`config.mk`:
```
export PLATFORM = sky130hd
export DESIGN_NAME = partial_permutation_ranker_unit
export DESIGN_NICKNAME = d
export VERILOG_FILES = /design/src/hw/rtl/ppr_pkg.sv /design/src/hw/rtl/ppr_step.sv /design/src/hw/rtl/partial_permutation_ranker_unit.sv
export SDC_FILE = /design/constraint.sdc
export NUM_CORES = 1
export LEC_CHECK = 0
export BUFFER_PORTS_ARGS = -buffer_cell sky130_fd_sc_hd__buf_2
export CORE_UTILIZATION = 45
export DETAILED_ROUTE_END_ITERATION = 12
export GPL_TIMING_DRIVEN = 0
export MAX_ROUTING_LAYER = met4
export PLACE_DENSITY = 0.68
export SYNTH_ARGS = -nofsm -noshare
export SYNTH_HDL_FRONTEND = slang
export SYNTH_SLANG_ARGS = --single-unit
```
`constraint.sdc`:
```
create_clock -name clock -period 6.15 [get_ports clock]
set_input_delay 0.615 -clock clock [delete_from_list [all_inputs] [get_ports clock]]
set_output_delay 0.615 -clock clock [all_outputs]
set_load 0.03 [all_outputs]
```
`src/hw/rtl/ppr_pkg.sv`:
```
package ppr_pkg;

   localparam int SYMBOL_W = 4;
   localparam int RANK_W = 29;
   localparam int CFG_W = 4;
   localparam int CSR_IDX_W = 2;
   localparam int TBL_DIM = 16;

   typedef enum logic [CSR_IDX_W-1:0] {
      CSR_SET_SIZE   = 2'd0,
      CSR_PICK_COUNT = 2'd1
   } csr_index_type;

   localparam logic [CFG_W-1:0] SET_SIZE_RESET = 4'd12;
   localparam logic [CFG_W-1:0] PICK_COUNT_RESET = 4'd12;

   typedef logic [TBL_DIM-1:0][TBL_DIM-1:0][RANK_W-1:0] weight_tbl_type;

   // P(a, b) = a * (a-1) * ... * (a-b+1), kept modulo 2^RANK_W
   function automatic weight_tbl_type build_weights();
      weight_tbl_type tbl;
      logic [63:0] p;
      for (int a = 0; a < TBL_DIM; a++) begin
         for (int b = 0; b < TBL_DIM; b++) begin
            p = 64'd1;
            for (int j = 0; j < b && j < a; j++) begin
               p = (p * 64'(a - j)) & ((64'd1 << RANK_W) - 64'd1);
            end
            tbl[SYMBOL_W'(a)][SYMBOL_W'(b)] = p[RANK_W-1:0];
         end
      end
      return tbl;
   endfunction

   localparam weight_tbl_type WEIGHT_TBL = build_weights();

   typedef struct packed {
      logic [SYMBOL_W-1:0] position;
      logic                error;
      logic                done;
   } step_status_type;

endpackage

```
`src/hw/rtl/ppr_step.sv`:
```
module ppr_step import ppr_pkg::*; #(
   parameter int MAX_SYMBOLS = 12
) (
   input  logic [SYMBOL_W-1:0]    symbol,
   input  logic [SYMBOL_W-1:0]    n_eff,
   input  logic [SYMBOL_W-1:0]    k_eff,
   input  logic [MAX_SYMBOLS-1:0] seen_mask,
   input  logic [SYMBOL_W-1:0]    position,
   input  logic [RANK_W-1:0]      rank,
   input  logic                   error,
   output logic [MAX_SYMBOLS-1:0] seen_mask_next,
   output logic [RANK_W-1:0]      rank_next,
   output step_status_type        status
);

   localparam int WIDE_W = 1 << SYMBOL_W;

   logic [WIDE_W-1:0]       mask_wide;
   logic [WIDE_W-1:0]       below_mask;
   logic [WIDE_W-1:0]       mask_set;
   logic [SYMBOL_W:0]       below_cnt;
   logic [SYMBOL_W-1:0]     digit;
   logic [SYMBOL_W-1:0]     idx;
   logic [SYMBOL_W-1:0]     tbl_a;
   logic [SYMBOL_W-1:0]     tbl_b;
   logic [RANK_W-1:0]       weight;
   logic [RANK_W-1:0]       product;
   logic                    fresh;
   logic                    bad;
   logic [SYMBOL_W-1:0]     pos_inc;

   // a stale position (never expected) restarts the sequence
   assign fresh = (position >= k_eff);
   assign idx = fresh ? '0 : position;
   assign mask_wide = fresh ? '0 : WIDE_W'(seen_mask);

   assign bad = (symbol >= n_eff) || mask_wide[symbol];
   assign below_mask = mask_wide & ((WIDE_W'(1) << symbol) - WIDE_W'(1));

   always_comb begin
      below_cnt = '0;
      for (int b = 0; b < WIDE_W; b++) begin
         below_cnt = below_cnt + (SYMBOL_W+1)'(below_mask[SYMBOL_W'(b)]);
      end
   end

   assign digit = symbol - below_cnt[SYMBOL_W-1:0];
   assign tbl_a = n_eff - idx - SYMBOL_W'(1);
   assign tbl_b = k_eff - idx - SYMBOL_W'(1);
   assign weight = WEIGHT_TBL[tbl_a][tbl_b];
   assign product = RANK_W'(weight * RANK_W'(digit));

   assign mask_set = mask_wide | (WIDE_W'(1) << symbol);
   assign pos_inc = idx + SYMBOL_W'(1);

   always_comb begin
      status.done = (pos_inc >= k_eff);
      status.error = (fresh ? 1'b0 : error) | bad;
      status.position = pos_inc;
      if (bad) begin
         rank_next = fresh ? '0 : rank;
         seen_mask_next = mask_wide[MAX_SYMBOLS-1:0];
      end else begin
         rank_next = (fresh ? '0 : rank) + product;
         seen_mask_next = mask_set[MAX_SYMBOLS-1:0];
      end
   end

endmodule

```
`src/hw/rtl/partial_permutation_ranker_unit.sv`:
```
// Ranks partial permutations of pick_count symbols out of set_size, one symbol
// per req beat, emitting one rsp beat (rank, bad_input) after the last symbol
// of each sequence. Each symbol goes through the step logic behind the input
// register (masked popcount, one table-weight multiply, one add), so a new
// symbol is taken every cycle, stalls aside; rsp_valid rises as the last
// symbol's step result enters the rsp register. While an rsp beat waits, the
// next sequence's last symbol holds in the input register and req_ready drops.
// Writing either CSR discards a partial sequence; write CSRs only while idle.
module partial_permutation_ranker_unit import ppr_pkg::*; #(
   parameter int MAX_SYMBOLS = 12
) (
   input  logic                 clock,
   input  logic                 reset,
   input  logic                 req_valid,
   output logic                 req_ready,
   input  logic [SYMBOL_W-1:0]  req_symbol,
   output logic                 rsp_valid,
   input  logic                 rsp_ready,
   output logic [RANK_W-1:0]    rsp_rank,
   output logic                 rsp_bad_input,
   input  logic                 csr_valid,
   output logic                 csr_ready,
   input  logic [CSR_IDX_W-1:0] csr_index,
   input  logic [CFG_W-1:0]     csr_data
);

   localparam logic [SYMBOL_W:0] MAX_N = (SYMBOL_W+1)'(MAX_SYMBOLS);

   logic [CFG_W-1:0]       set_size_ff, set_size_in;
   logic [CFG_W-1:0]       pick_count_ff, pick_count_in;
   logic                   in_vld_ff, in_vld_in;
   logic [SYMBOL_W-1:0]    symbol_ff, symbol_in;
   logic [MAX_SYMBOLS-1:0] seen_mask_ff, seen_mask_in;
   logic [SYMBOL_W-1:0]    position_ff, position_in;
   logic [RANK_W-1:0]      rank_ff, rank_in;
   logic                   error_ff, error_in;
   logic                   rsp_vld_ff, rsp_vld_in;
   logic [RANK_W-1:0]      rsp_rank_ff, rsp_rank_in;
   logic                   rsp_bad_ff, rsp_bad_in;

   logic [SYMBOL_W-1:0]    n_eff;
   logic [SYMBOL_W-1:0]    k_eff;
   logic [MAX_SYMBOLS-1:0] mask_next;
   logic [RANK_W-1:0]      rank_next;
   step_status_type        st;
   logic                   out_free;
   logic                   step_fire;
   logic                   req_fire;
   logic                   csr_fire;

   always_comb begin
      if (set_size_ff == '0) begin
         n_eff = SYMBOL_W'(1);
      end else if ((SYMBOL_W+1)'(set_size_ff) > MAX_N) begin
         n_eff = MAX_N[SYMBOL_W-1:0];
      end else begin
         n_eff = set_size_ff;
      end
      if (pick_count_ff == '0) begin
         k_eff = SYMBOL_W'(1);
      end else if (pick_count_ff > n_eff) begin
         k_eff = n_eff;
      end else begin
         k_eff = pick_count_ff;
      end
   end

   ppr_step #(.MAX_SYMBOLS(MAX_SYMBOLS)) u_step (
      .symbol         (symbol_ff),
      .n_eff          (n_eff),
      .k_eff          (k_eff),
      .seen_mask      (seen_mask_ff),
      .position       (position_ff),
      .rank           (rank_ff),
      .error          (error_ff),
      .seen_mask_next (mask_next),
      .rank_next      (rank_next),
      .status         (st)
   );

   assign csr_ready = 1'b1;
   assign csr_fire = csr_valid && csr_ready;
   assign out_free = !rsp_vld_ff || rsp_ready;
   assign step_fire = in_vld_ff && (!st.done || out_free);
   assign req_ready = !in_vld_ff || step_fire;
   assign req_fire = req_valid && req_ready;

   always_comb begin
      set_size_in = set_size_ff;
      pick_count_in = pick_count_ff;
      if (csr_fire) begin
         unique case (csr_index)
            CSR_SET_SIZE:   set_size_in = csr_data;
            CSR_PICK_COUNT: pick_count_in = csr_data;
            default: ;
         endcase
      end
   end

   always_comb begin
      in_vld_in = req_fire ? 1'b1 : (step_fire ? 1'b0 : in_vld_ff);
      symbol_in = req_fire ? req_symbol : symbol_ff;

      seen_mask_in = seen_mask_ff;
      position_in = position_ff;
      rank_in = rank_ff;
      error_in = error_ff;
      if (csr_fire && (csr_index == CSR_SET_SIZE || csr_index == CSR_PICK_COUNT)) begin
         seen_mask_in = '0;
         position_in = '0;
         rank_in = '0;
         error_in = 1'b0;
      end else if (step_fire) begin
         if (st.done) begin
            seen_mask_in = '0;
            position_in = '0;
            rank_in = '0;
            error_in = 1'b0;
         end else begin
            seen_mask_in = mask_next;
            position_in = st.position;
            rank_in = rank_next;
            error_in = st.error;
         end
      end

      rsp_vld_in = (step_fire && st.done) ? 1'b1 : (rsp_ready ? 1'b0 : rsp_vld_ff);
      rsp_rank_in = (step_fire && st.done) ? rank_next : rsp_rank_ff;
      rsp_bad_in = (step_fire && st.done) ? st.error : rsp_bad_ff;
   end

   always_ff @(posedge clock) begin
      if (reset) begin
         set_size_ff <= SET_SIZE_RESET;
         pick_count_ff <= PICK_COUNT_RESET;
         in_vld_ff <= 1'b0;
         seen_mask_ff <= '0;
         position_ff <= '0;
         rank_ff <= '0;
         error_ff <= 1'b0;
         rsp_vld_ff <= 1'b0;
      end else begin
         set_size_ff <= set_size_in;
         pick_count_ff <= pick_count_in;
         in_vld_ff <= in_vld_in;
         seen_mask_ff <= seen_mask_in;
         position_ff <= position_in;
         rank_ff <= rank_in;
         error_ff <= error_in;
         rsp_vld_ff <= rsp_vld_in;
      end
   end

   always_ff @(posedge clock) begin
      symbol_ff <= symbol_in;
      rsp_rank_ff <= rsp_rank_in;
      rsp_bad_ff <= rsp_bad_in;
   end

   assign rsp_valid = rsp_vld_ff;
   assign rsp_rank = rsp_rank_ff;
   assign rsp_bad_input = rsp_bad_ff;

   a_done_loads_rsp: assert property (@(posedge clock) disable iff (reset)
      step_fire && st.done |=> rsp_vld_ff)
      else $error("completed sequence did not load rsp register");

   a_pos_below_k: assert property (@(posedge clock) disable iff (reset)
      position_ff < k_eff)
      else $error("position reached pick count");

   a_mask_vs_pos: assert property (@(posedge clock) disable iff (reset)
      $countones(seen_mask_ff) <= 32'(position_ff))
      else $error("more symbols marked seen than received");

   a_stall_blocks_req: assert property (@(posedge clock) disable iff (reset)
      in_vld_ff && !step_fire |-> !req_ready)
      else $error("req taken while input register is stalled");

endmodule

```
==> impl_metrics.json <==
{
  "p_per_area_mw_per_mm2": 253,
  "cap_violations": 0,
  "antenna_cells": 0,
  "status": "finished, final reports clean",
  "critPathTopFamily": "compound AO/OA/AOI/OAI gates",
  "synth-edff-count": 34,
  "syn_inst": 334,
  "cts_buffer_depth": 2,
  "timing.fmax_mhz": 173,
  "antenna_found_initial": 0,
  "drtIter0Drc": 110,
  "initial_core_util": 0.466,
  "cts_tree": "yes",
  "drtAntennaViolNets": 0,
  "synthFlopType": "dfxtp_1",
  "clk_latency_ns": 0.35,
  "ys_ff_latch": 90,
  "vias": 2612,
  "setup_viol": 0,
  "grt-ovfl-total": 0,
  "grt_pass1_wl_um": 11300,
  "wirelength_um": 6830,
  "fin_worst_skew_ns": 0.00855,
  "drcViolationCount": 0,
  "top_usage_layer": "met2",
  "htree_num_levels": 3,
  "worst_path_max_delay_cell": "a2111oi_4",
  "grt_use_met2": 0.265,
  "synth_cell_type_count": 50,
  "timing.final.max_slew_violations": 0,
  "dieArea_mm2": 0.00892,
  "numPortBuffers": 45,
  "fin_util": 0.538,
  "met1_usage": 0.217,
  "nets": 424,
  "fillers": 747,
  "power_leakage_uw": 0.00171,
  "slowest_delay_ns": 0.42,
  "min_period_over_period": 0.942,
  "cts_made_buffers": 9,
  "crit_fanout": 10,
  "hold_buffers": 0,
  "yosysWarnings": 0,
  "critical_path_arrival_ns": 5.18,
  "end_kind": "output pin",
  "dpl.hpwl_um": 5030,
  "drive_above_1_share": 0.224,
  "area_growth_pct": 15.5,
  "cp_num_buf_inv": 3,
  "grt_pass1_vias": 2415,
  "gr-usage-met3": 0.0427,
  "dieWidth_um": 94.5,
  "startpoint_type": "register",
  "power_uw": 1120,
  "numClockSinks": 90,
  "finalHoldViolCount": 0,
  "peakVddDrop_mv": 0.107,
  "grt_max_degree": 22,
  "required_ns": 5.53,
  "syn-num-nets": 366,
  "worst_slew_pin_slew_ns": 0.718,
  "ctsRootBufferMaster": "clkbuf_8",
  "placed_cells": 485,
  "pre_cts_slack_ns": -0.237,
  "tns_ns": 0,
  "post-route-min-period_ns": 5.79,
  "max-slew-margin-rel": 0.517,
  "layout.cells.non_filler": 502,
  "grt_use_total": 0.172,
  "async_reset_ff_frac": 0,
  "crit_top_cell": "ha_1",
  "hold_path.class": "in2reg",
  "rows": 33,
  "ys_seq_area_frac": 0.557,
  "worst_slack_ns": 0.358,
  "reg2reg_setup_slack_ns": 0.53,
  "critical_path_class": "reg2out",
  "ios": 48,
  "gp_congestion": 0.854,
  "viasPerCell": 5.20,
  "dieHeight_um": 94.5,
  "avgSynthCellArea_um2": 11.5,
  "core_mm2": 0.00826,
  "clk_pin_slew_worst_paths_ns": 0.10,
  "synth_area_mm2": 0.00385,
  "wire_per_inst_um": 13.6,
  "rsz0062_at_grt": "no",
  "first_pass_iters": 4,
  "cp_cell_sequence": "inv_1 -> o21ai_2 -> ha_1 -> nor2b_1 -> o21a_1 -> o21a_1 -> o211a_1 -> a211o_1 -> ha_1 -> nand2b_1 -> a2111oi_4 -> nor2_4 -> clkbuf_2 -> nor2b_1 -> ha_1 -> ha_1 -> a2111oi_2 -> nor2_2 -> nand3_1 -> buf_2"
}
-- layout make-up --
type / instances / area, um^2 / share of cell area
clock inverters: 7 / 66.3 / 0.0149
clock buffers: 9 / 124 / 0.0279
flip-flops and latches: 90 / 2140 / 0.482
well taps: 105 / 131 / 0.0296
plain buffers: 12 / 53.8 / 0.0121
inverters: 13 / 48.8 / 0.0110
multi-input cells: 219 / 1630 / 0.367
repair buffers: 47 / 248 / 0.0558
-- logic make-up (layout without fill, tap and decap cells) --
logic type	count (synthesis)	after routing	share of synthesized area
simple gates	125	125	0.188
flops	90	90	0.557
compound gates	65	65	0.135
buf+inv	25	88	0.0263
fa+ha+maj	17	17	0.0553
mux	9	9	0.0332
xor+xnor	2	2	0.00455
other cells	1	1	0.000975
-- power breakdown --
part	switching, uW	internal, uW	leakage [uW]
combinational	66.4	45.3	0.000914
sequential	6.66	622	0.000707
clock	227	158	0.0000922
-- cells in the mapped netlist (3+ instances only) --
library cell   n  area [um^2]
nor4_1         3         18.8
nand2b_1       6         37.5
dfxtp_1       56         1120
inv_1         13         48.8
a22o_1         8         70.1
o22ai_1        3         18.8
nand2_1       14         52.6
o2bb2ai_2      4         60.1
nor2b_1       33          206
mux4_2         3         67.6
o31ai_1        3         22.5
a211oi_1       3         22.5
ha_1          17          213
o21a_1         3         22.5
a21oi_1       10         50.1
a31oi_1        3         18.8
clkbuf_1       8         30.0
buf_2          3         15.0
nand3_1        9         45.0
edfxtp_1      34         1020
a211o_1        3         26.3
nor2_1        16         60.1
mux2i_1        6         60.1
o21ai_0       10         50.1
and2_1        30          188
and3_1         3         18.8
o211ai_1       3         22.5
-- worst paths after layout --
| check | from | end | depth (start not counted) |
|---|---|---|---|
| setup reg to reg | set_size_ff[3]$_SDFFE_PP1P_ | seen_mask_ff[9]$_SDFFE_PP0P_ | 22 |
| hold / removal | req_symbol[3] | symbol_ff[3]$_DFFE_PP_ | 1 |
| hold reg to reg | rank_ff[27]$_SDFFE_PP0P_ | rank_ff[27]$_SDFFE_PP0P_ | 1 |
| setup / recovery | set_size_ff[3]$_SDFFE_PP1P_ | req_ready | 20 |
-- flip-flops by register name, indices dropped and copies added (netlist names), 4 cells and up --
register,count
position_ff,4
rsp_rank,29
pick_count_ff,4
set_size_ff,4
symbol_ff,4
seen_mask_ff,12
rank_ff,29
-- per-stage QoR --
| step | cell area, um^2 | hold slack, ns |
|---|---|---|
| 6_report | 4440 | 0.434 |
| 5_1_grt | 4440 | 0.407 |
| 4_1_cts | 4430 | 0.417 |
| 3_5_place_dp | 4220 | 0.437 |
| 3_3_place_gp | 4200 | 0.434 |
| 2_1_floorplan | 3850 | 0.421 |
-- routing by layer --
| metal | vias to the layer above | share of wire |
|---|---|---|
| met5 | - | 0 |
| met3 | 8 | 0.048 |
| li1 | 1311 | - |
| met1 | 1227 | 0.47 |
| met2 | 66 | 0.46 |
| met4 | 0 | 0.015 |
-- cells in the final DEF (no fill, tap or decap), types with 8 or more instances in the layout --
cell and n:
a21oi_1 10, edfxtp_1 34, a22o_1 8, and2_1 30, nand3_1 9, inv_1 13
ha_1 17, nor2b_1 33, nor2_1 12, clkbuf_8 9, dfxtp_1 56, nand2_1 14
buf_2 48
-- what timing repair did --
item | 4_1_cts | 5_1_grt
endpoints found under the setup margin | 67 | 35
endpoints found under the hold margin | 0 | 0
buffers inserted | 1 | 0
gates resized for setup | 5 | 7
pin swaps | 1 | 0
No activity file was read; power rests on OpenSTA's default activity.
